[src/rtl/rse_pkg.sv]
// shared types and codes for the postfix stack evaluator
package rse_pkg;

    localparam int DATA_W      = 32;
    localparam int STACK_DEPTH = 32;
    localparam int COUNT_W     = $clog2(STACK_DEPTH + 1);
    localparam int STEP_W      = $clog2(DATA_W + 1);

    typedef logic [DATA_W-1:0]  data_t;
    typedef logic [COUNT_W-1:0] count_t;
    typedef logic [STEP_W-1:0]  step_t;
    typedef logic [1:0]         cell_cmd_t;

    // token actions
    localparam logic [1:0] ACT_PUSH  = 2'd0;
    localparam logic [1:0] ACT_APPLY = 2'd1;
    localparam logic [1:0] ACT_CLEAR = 2'd2;

    // operator codes
    localparam logic [2:0] OP_ADD = 3'd0;
    localparam logic [2:0] OP_SUB = 3'd1;
    localparam logic [2:0] OP_MUL = 3'd2;
    localparam logic [2:0] OP_DIV = 3'd3;
    localparam logic [2:0] OP_XOR = 3'd4;

    // status codes
    localparam logic [1:0] ST_OK        = 2'd0;
    localparam logic [1:0] ST_OVERFLOW  = 2'd1;
    localparam logic [1:0] ST_UNDERFLOW = 2'd2;
    localparam logic [1:0] ST_DIVZERO   = 2'd3;

    // cell commands: shift down takes the upper neighbor, shift up the lower one
    localparam cell_cmd_t CELL_HOLD     = 2'd0;
    localparam cell_cmd_t CELL_SHIFT_DN = 2'd1;
    localparam cell_cmd_t CELL_SHIFT_UP = 2'd2;

endpackage

[src/rtl/rse_cell.sv]
// one stack cell: holds an entry and trades it with its neighbors
module rse_cell (
    input  logic             aclk,
    input  rse_pkg::cell_cmd_t cmd,
    input  rse_pkg::data_t   prev_data,
    input  rse_pkg::data_t   next_data,
    output rse_pkg::data_t   data
);
    import rse_pkg::*;

    data_t data_reg;
    data_t data_next;

    always_comb begin
        case (cmd)
            CELL_SHIFT_DN: data_next = prev_data;
            CELL_SHIFT_UP: data_next = next_data;
            default:       data_next = data_reg;
        endcase
    end

    always_ff @(posedge aclk) begin
        data_reg <= data_next;
    end

    assign data = data_reg;

endmodule

[src/rtl/rse_divider.sv]
// iterative signed divider, one quotient bit per cycle, truncating
module rse_divider (
    input  logic           aclk,
    input  logic           aresetn,
    input  logic           start,
    input  rse_pkg::data_t dividend,
    input  rse_pkg::data_t divisor,
    output logic           done,
    output rse_pkg::data_t quotient
);
    import rse_pkg::*;

    logic              busy_reg, busy_next;
    logic              done_reg, done_next;
    step_t             step_reg, step_next;
    logic [DATA_W:0]   rem_reg, rem_next;
    data_t             quo_reg, quo_next;
    data_t             dvs_reg, dvs_next;
    logic              neg_reg, neg_next;
    data_t             q_reg, q_next;
    logic [DATA_W:0]   shifted;

    always_comb begin
        busy_next = busy_reg;
        done_next = 1'b0;
        step_next = step_reg;
        rem_next  = rem_reg;
        quo_next  = quo_reg;
        dvs_next  = dvs_reg;
        neg_next  = neg_reg;
        q_next    = q_reg;
        shifted   = {rem_reg[DATA_W-1:0], quo_reg[DATA_W-1]};
        if (start) begin
            busy_next = 1'b1;
            step_next = step_t'(DATA_W);
            rem_next  = '0;
            quo_next  = dividend[DATA_W-1] ? data_t'(-dividend) : dividend;
            dvs_next  = divisor[DATA_W-1] ? data_t'(-divisor) : divisor;
            neg_next  = dividend[DATA_W-1] ^ divisor[DATA_W-1];
        end else if (busy_reg) begin
            if (step_reg != '0) begin
                // restoring step
                if (shifted >= {1'b0, dvs_reg}) begin
                    rem_next = shifted - {1'b0, dvs_reg};
                    quo_next = {quo_reg[DATA_W-2:0], 1'b1};
                end else begin
                    rem_next = shifted;
                    quo_next = {quo_reg[DATA_W-2:0], 1'b0};
                end
                step_next = step_reg - step_t'(1);
            end else begin
                q_next    = neg_reg ? data_t'(-quo_reg) : quo_reg;
                done_next = 1'b1;
                busy_next = 1'b0;
            end
        end
    end

    always_ff @(posedge aclk) begin
        if (!aresetn) begin
            busy_reg <= 1'b0;
            done_reg <= 1'b0;
        end else begin
            busy_reg <= busy_next;
            done_reg <= done_next;
        end
        step_reg <= step_next;
        rem_reg  <= rem_next;
        quo_reg  <= quo_next;
        dvs_reg  <= dvs_next;
        neg_reg  <= neg_next;
        q_reg    <= q_next;
    end

    assign done     = done_reg;
    assign quotient = q_reg;

endmodule

[src/rtl/rpn_stack_evaluator.sv]
// top level: postfix token evaluator on a shifting chain of stack cells
// sequence: push, clear and idle tokens go through S_EXEC then S_DONE; operators
//   add S_OP and S_WRITE, an unknown operator may add S_DROP, a divide adds S_DIV (not on a zero divisor)
// throughput: one token at a time; the iterative divider (one bit per cycle) sets
//   the worst case per token, plus any stall on the result side
// reset: synchronous active-low aresetn empties the stack and drops any pending beat
module rpn_stack_evaluator (
    input  logic        aclk,
    input  logic        aresetn,
    // input token channel
    input  logic        s_tvalid,
    output logic        s_tready,
    input  logic [39:0] s_tdata,   // action[1:0], operand_value[33:2], operator_code[36:34]
    // result channel
    output logic        m_tvalid,
    input  logic        m_tready,
    output logic [39:0] m_tdata    // top_value[31:0], stack_depth[37:32], status[39:38]
);
    import rse_pkg::*;

    // sequencer states
    localparam logic [2:0] S_IDLE  = 3'd0;  // waiting for a token
    localparam logic [2:0] S_EXEC  = 3'd1;  // push / clear, or fetch operands
    localparam logic [2:0] S_OP    = 3'd2;  // alu or divider launch
    localparam logic [2:0] S_DIV   = 3'd3;  // divider running
    localparam logic [2:0] S_WRITE = 3'd4;  // update the cell chain
    localparam logic [2:0] S_DROP  = 3'd5;  // second pop for an unknown operator
    localparam logic [2:0] S_DONE  = 3'd6;  // hand result to the output register

    logic [2:0]  state_reg, state_next;
    logic [1:0]  action_reg, action_next;
    data_t       value_reg, value_next;
    logic [2:0]  opcode_reg, opcode_next;
    data_t       lhs_reg, lhs_next;
    data_t       rhs_reg, rhs_next;
    data_t       res_reg, res_next;
    logic [1:0]  status_reg, status_next;
    count_t      count_reg, count_next;
    logic        m_tvalid_reg, m_tvalid_next;
    logic [39:0] m_tdata_reg, m_tdata_next;

    // cell chain control
    cell_cmd_t   chain_cmd;
    logic        top_load;
    data_t       wr_value;
    data_t       cell_data [STACK_DEPTH];

    // divider hookup
    logic        div_start;
    logic        div_done;
    data_t       div_q;

    logic        store_op;
    data_t       top_value;

    assign s_tready = (state_reg == S_IDLE);
    assign m_tvalid = m_tvalid_reg;
    assign m_tdata  = m_tdata_reg;

    // opcodes past xor pop both operands and push nothing
    assign store_op  = (opcode_reg <= OP_XOR);
    assign top_value = (count_reg != '0) ? cell_data[0] : '0;

    // cell 0 is the stack top; a push shifts everything one cell deeper
    genvar gi;
    generate
        for (gi = 0; gi < STACK_DEPTH; gi++) begin : g_cell
            data_t     prev_d;
            data_t     next_d;
            cell_cmd_t cmd_i;
            if (gi == 0) begin : g_top
                assign prev_d = wr_value;
                assign cmd_i  = top_load ? CELL_SHIFT_DN : chain_cmd;
            end else begin : g_mid
                assign prev_d = cell_data[gi-1];
                assign cmd_i  = chain_cmd;
            end
            if (gi == STACK_DEPTH - 1) begin : g_bot
                // bottom cell has no lower neighbor; its old value is never read
                assign next_d = cell_data[gi];
            end else begin : g_up
                assign next_d = cell_data[gi+1];
            end
            rse_cell u_cell (
                .aclk      (aclk),
                .cmd       (cmd_i),
                .prev_data (prev_d),
                .next_data (next_d),
                .data      (cell_data[gi])
            );
        end
    endgenerate

    rse_divider u_div (
        .aclk     (aclk),
        .aresetn  (aresetn),
        .start    (div_start),
        .dividend (lhs_reg),
        .divisor  (rhs_reg),
        .done     (div_done),
        .quotient (div_q)
    );

    always_comb begin
        state_next    = state_reg;
        action_next   = action_reg;
        value_next    = value_reg;
        opcode_next   = opcode_reg;
        lhs_next      = lhs_reg;
        rhs_next      = rhs_reg;
        res_next      = res_reg;
        status_next   = status_reg;
        count_next    = count_reg;
        m_tdata_next  = m_tdata_reg;
        m_tvalid_next = m_tvalid_reg & ~m_tready;
        chain_cmd     = CELL_HOLD;
        top_load      = 1'b0;
        wr_value      = res_reg;
        div_start     = 1'b0;

        case (state_reg)
            S_IDLE: begin
                if (s_tvalid) begin
                    action_next = s_tdata[1:0];
                    value_next  = s_tdata[33:2];
                    opcode_next = s_tdata[36:34];
                    status_next = ST_OK;
                    state_next  = S_EXEC;
                end
            end
            S_EXEC: begin
                state_next = S_DONE;
                case (action_reg)
                    ACT_PUSH: begin
                        if (count_reg == count_t'(STACK_DEPTH)) begin
                            status_next = ST_OVERFLOW;
                        end else begin
                            chain_cmd  = CELL_SHIFT_DN;
                            wr_value   = value_reg;
                            count_next = count_reg + count_t'(1);
                        end
                    end
                    ACT_APPLY: begin
                        // missing operands read as zero
                        rhs_next = (count_reg >= count_t'(1)) ? cell_data[0] : '0;
                        lhs_next = (count_reg >= count_t'(2)) ? cell_data[1] : '0;
                        if (count_reg < count_t'(2)) begin
                            status_next = ST_UNDERFLOW;
                        end
                        state_next = S_OP;
                    end
                    ACT_CLEAR: begin
                        count_next = '0;
                    end
                    default: begin
                    end
                endcase
            end
            S_OP: begin
                state_next = S_WRITE;
                case (opcode_reg)
                    OP_ADD: res_next = lhs_reg + rhs_reg;
                    OP_SUB: res_next = lhs_reg - rhs_reg;
                    OP_MUL: res_next = lhs_reg * rhs_reg;
                    OP_XOR: res_next = lhs_reg ^ rhs_reg;
                    OP_DIV: begin
                        if (rhs_reg == '0) begin
                            // zero divisor beats underflow
                            res_next    = '0;
                            status_next = ST_DIVZERO;
                        end else begin
                            div_start  = 1'b1;
                            state_next = S_DIV;
                        end
                    end
                    default: res_next = '0;
                endcase
            end
            S_DIV: begin
                if (div_done) begin
                    res_next   = div_q;
                    state_next = S_WRITE;
                end
            end
            S_WRITE: begin
                state_next = S_DONE;
                if (store_op) begin
                    // net effect of pop, pop, push: drop one entry and replace the top
                    top_load = 1'b1;
                    wr_value = res_reg;
                    if (count_reg >= count_t'(2)) begin
                        chain_cmd  = CELL_SHIFT_UP;
                        count_next = count_reg - count_t'(1);
                    end else begin
                        count_next = count_t'(1);
                    end
                end else if (count_reg >= count_t'(2)) begin
                    chain_cmd  = CELL_SHIFT_UP;
                    count_next = count_reg - count_t'(1);
                    state_next = S_DROP;
                end else begin
                    count_next = '0;
                end
            end
            S_DROP: begin
                chain_cmd  = CELL_SHIFT_UP;
                count_next = count_reg - count_t'(1);
                state_next = S_DONE;
            end
            S_DONE: begin
                // wait for the output register to free up
                if (!m_tvalid_reg || m_tready) begin
                    m_tdata_next  = {status_reg, count_reg, top_value};
                    m_tvalid_next = 1'b1;
                    state_next    = S_IDLE;
                end
            end
            default: begin
                state_next = S_IDLE;
            end
        endcase
    end

    always_ff @(posedge aclk) begin
        if (!aresetn) begin
            state_reg    <= S_IDLE;
            count_reg    <= '0;
            m_tvalid_reg <= 1'b0;
        end else begin
            state_reg    <= state_next;
            count_reg    <= count_next;
            m_tvalid_reg <= m_tvalid_next;
        end
        action_reg  <= action_next;
        value_reg   <= value_next;
        opcode_reg  <= opcode_next;
        lhs_reg     <= lhs_next;
        rhs_reg     <= rhs_next;
        res_reg     <= res_next;
        status_reg  <= status_next;
        m_tdata_reg <= m_tdata_next;
    end

`ifndef SYNTHESIS
    // depth never runs past the cell chain
    a_count_bound: assert property (@(posedge aclk) disable iff (!aresetn)
        count_reg <= count_t'(STACK_DEPTH))
        else $error("stack count beyond depth");

    // a dropped push only happens on a full stack
    a_overflow_full: assert property (@(posedge aclk) disable iff (!aresetn)
        (m_tvalid && m_tdata[39:38] == ST_OVERFLOW) |-> m_tdata[37:32] == count_t'(STACK_DEPTH))
        else $error("overflow reported below full depth");

    // empty stack reports a zero top
    a_empty_top: assert property (@(posedge aclk) disable iff (!aresetn)
        (m_tvalid && m_tdata[37:32] == '0) |-> m_tdata[31:0] == '0)
        else $error("nonzero top on empty stack");

    // divider finishes only while the sequencer waits on it
    a_div_owner: assert property (@(posedge aclk) disable iff (!aresetn)
        div_done |-> state_reg == S_DIV)
        else $error("divider done outside divide wait");
`endif

endmodule
[config.mk]
export PLATFORM = sky130hd
export DESIGN_NAME = rpn_stack_evaluator
export DESIGN_NICKNAME = d
export VERILOG_FILES = /design/src/rtl/rse_pkg.sv /design/src/rtl/rse_cell.sv /design/src/rtl/rse_divider.sv /design/src/rtl/rpn_stack_evaluator.sv
export SDC_FILE = /design/constraint.sdc
export NUM_CORES = 2
export LEC_CHECK = 0
export BUFFER_PORTS_ARGS = -buffer_cell sky130_fd_sc_hd__buf_2
export CAP_MARGIN = 10
export CORE_ASPECT_RATIO = 0.7
export CORE_MARGIN = 3
export CORE_UTILIZATION = 60
export DETAILED_ROUTE_END_ITERATION = 6
export PLACE_DENSITY_LB_ADDON = 0.1
export SKIP_CTS_REPAIR_TIMING = 1
export SLEW_MARGIN = 40
export SYNTH_ARGS = -nofsm -noshare
export SYNTH_HDL_FRONTEND = slang
export SYNTH_SLANG_ARGS = --single-unit
[constraint.sdc]
create_clock -name aclk -period 63.1 [get_ports aclk]
set_clock_uncertainty 0.2 [all_clocks]
set_input_delay 6.31 -clock aclk [delete_from_list [all_inputs] [get_ports aclk]]
set_output_delay 6.31 -clock aclk [all_outputs]
set_load 0.005 [all_outputs]
==> qor.yml <==
status: "completed"
die_h_um: 306
fp-row-count: 109
rsz0062_at_grt: "false"
dp_hpwl_mm: 112
syn_area_mm2: 0.0770
largest_reg_flops: 1024
netlist_instances: 5740
start_util_pct: 60.7
hold_class: "flop to flop"
grt_pass1_wl_mm: 261
vias_per_cell: 5.91
ys_types: 85
tightest_slew_ns: 0.881
wl_per_cell_um: 22.4
ant_nets: 0
ys_ff_latch: 1346
finish.net_count: 6398
finalCritPeriodShare_pct: 13.5
grt_pass1_vias: 44600
portBuffers: 82
setup_viol: 0
grt_util_all_layers_pct: 25.6
drc: 0
path_clk_slew_ns: 0.06
period_needed_ns: 8.51
crit_fanout: 20
cts_buffer_depth: 3
vias: 44300
slew_violations: 0
timing.fmax_mhz: 118
relSlewSlack_pct: 41.3
worstSkewPairLatency_ns: 0.78
maxCapViolCount: 0
dp_cells: 7258
critPathKind: "flop to flop"
synth_edf_count: 1296
drt-initial-drc-count: 4056
drt_wl_total_mm: 168
io_pins: 86
area_delta_synth_final_pct: 8.49
root_buffer: "clkbuf_16"
htree_levels: 4
syn_avg_cell_area_um2: 13.4
finalSetupTns_ns: 0
place.gp.congestion: 0.952
synth-seq-area-share_pct: 51.9
core_area_mm2: 0.127
synthFlopType: "edfxtp_1"
layout.cells.non_filler: 7494
worstPathRequired_ns: 63.39
async_flop_share_pct: 0
layout-drive-gt1-share_pct: 23.6
antenna_found_initial: 3
grt_max_degree: 164
die_w_um: 434
drt_pass1_iterations: 6
worstPathArrival_ns: 8.79
worstSetupEndpointType: "flop"
synth_fp_nets: 6409
synth_warnings: 0
clock_sinks: 1346
die_area_mm2: 0.133
cp-start-kind: "flop"
hold_violations: 0
grt.overflow.total: 0
cts_tree: "done"
cts_made_buffers: 132
[synthesized netlist by cell type, types with 33 or more instances]
library cell  instances  area (um2)
nor2_1               96         360
nand2_1             460        1730
mux2_2              961       10800
xor2_1               95         832
o31ai_1              36         270
a21oi_1             105         526
nand3_1              33         165
and2_1              404        2530
xnor2_1             171        1500
inv_1               453        1700
mux2i_1              68         681
o21ai_0             191         956
clkbuf_1            291        1090
edfxtp_1           1296       38900
ha_1                215        2690
dfxtp_1              50        1000
fa_1                410        8210
[final cells by class]
cell class,count,area (um2)
Antenna cell,3,7.51
Clock buffer,153,3460
Sequential cell,1346,39900
Tap cell,1665,2080
Inverter,455,1730
Fill cell,9305,43300
Clock inverter,78,761
Timing Repair Buffer,177,1370
Multi-Input combinational cell,3617,34200
[per-stage QoR]
step | worst slack (ns) | cell area (um2) | util [%] | hold WS [ns]
2_1_floorplan | 41.18 | 77000 | - | 0.200
3_3_place_gp | 53.33 | 79000 | 62.3 | 0.201
3_5_place_dp | 54.58 | 79200 | 62.5 | 0.206
4_1_cts | 54.51 | 83400 | 65.8 | 0.219
5_1_grt | 53.97 | 83500 | 65.8 | 0.229
6_report | 54.59 | 83500 | 65.8 | 0.219
[kinds of logic after synthesis]
group	count (synthesis)	synth area share, %
compound gates	531	4.33
xor+xnor	267	3.05
fa+ha+maj	625	14.2
buf+inv	777	3.86
flops	1346	51.9
mux	1029	14.9
simple gates	1165	7.79
[final timing paths]
check / start / to / slack (ns) / depth (start not counted)
max reg2reg: lhs_reg[10] / res_reg[28] / 54.59 / 24
min reg2reg: status_reg[1] / m_tdata[39] / 0.22 / 0
min: status_reg[1] / m_tdata[39] / 0.22 / 0
max: lhs_reg[10] / res_reg[28] / 54.59 / 24
[critical path, cell delays in order, from the launching register on]
cell and delay, ns:
edfxtp_1 0.66, buf_4 0.50, and2_1 0.22, fa_1 0.44, fa_1 0.46, fa_1 0.55, inv_1 0.05, fa_1 0.47
inv_1 0.05, fa_1 0.49, inv_1 0.05, fa_1 0.53, inv_1 0.05, fa_1 0.50, fa_1 0.42, ha_1 0.34
and3_1 0.24, a221oi_1 0.52, o21ai_1 0.11, a211o_1 0.44, a21o_1 0.23, a21o_1 0.18, xor2_1 0.15, a221oi_1 0.24
a21oi_1 0.11
[cell usage in the layout, fill, tap and decap left out, types with 95 or more instances in the layout]
cell / synthesis / final
a21oi_1: 105 / 105
and2_1: 404 / 402
clkbuf_16: 0 / 135
edfxtp_1: 1296 / 1296
fa_1: 410 / 410
ha_1: 215 / 212
inv_1: 453 / 452
mux2_2: 961 / 961
nand2_1: 460 / 459
o21ai_0: 191 / 189
xnor2_1: 171 / 171
xor2_1: 95 / 95
[routing by layer]
metal / vias to the layer above / global-route usage (%) / part of all wire, %
li1: 20200 / - / -
met1: 22300 / 39.8 / 46
met2: 1551 / 35.7 / 42
met3: 238 / 6.19 / 9.3
met4: 0 / 7.52 / 2.5
met5: - / 0 / 0
Power is not shown: default switching activity piles up to over one toggle a cycle in this logic, so the estimate is an artifact.
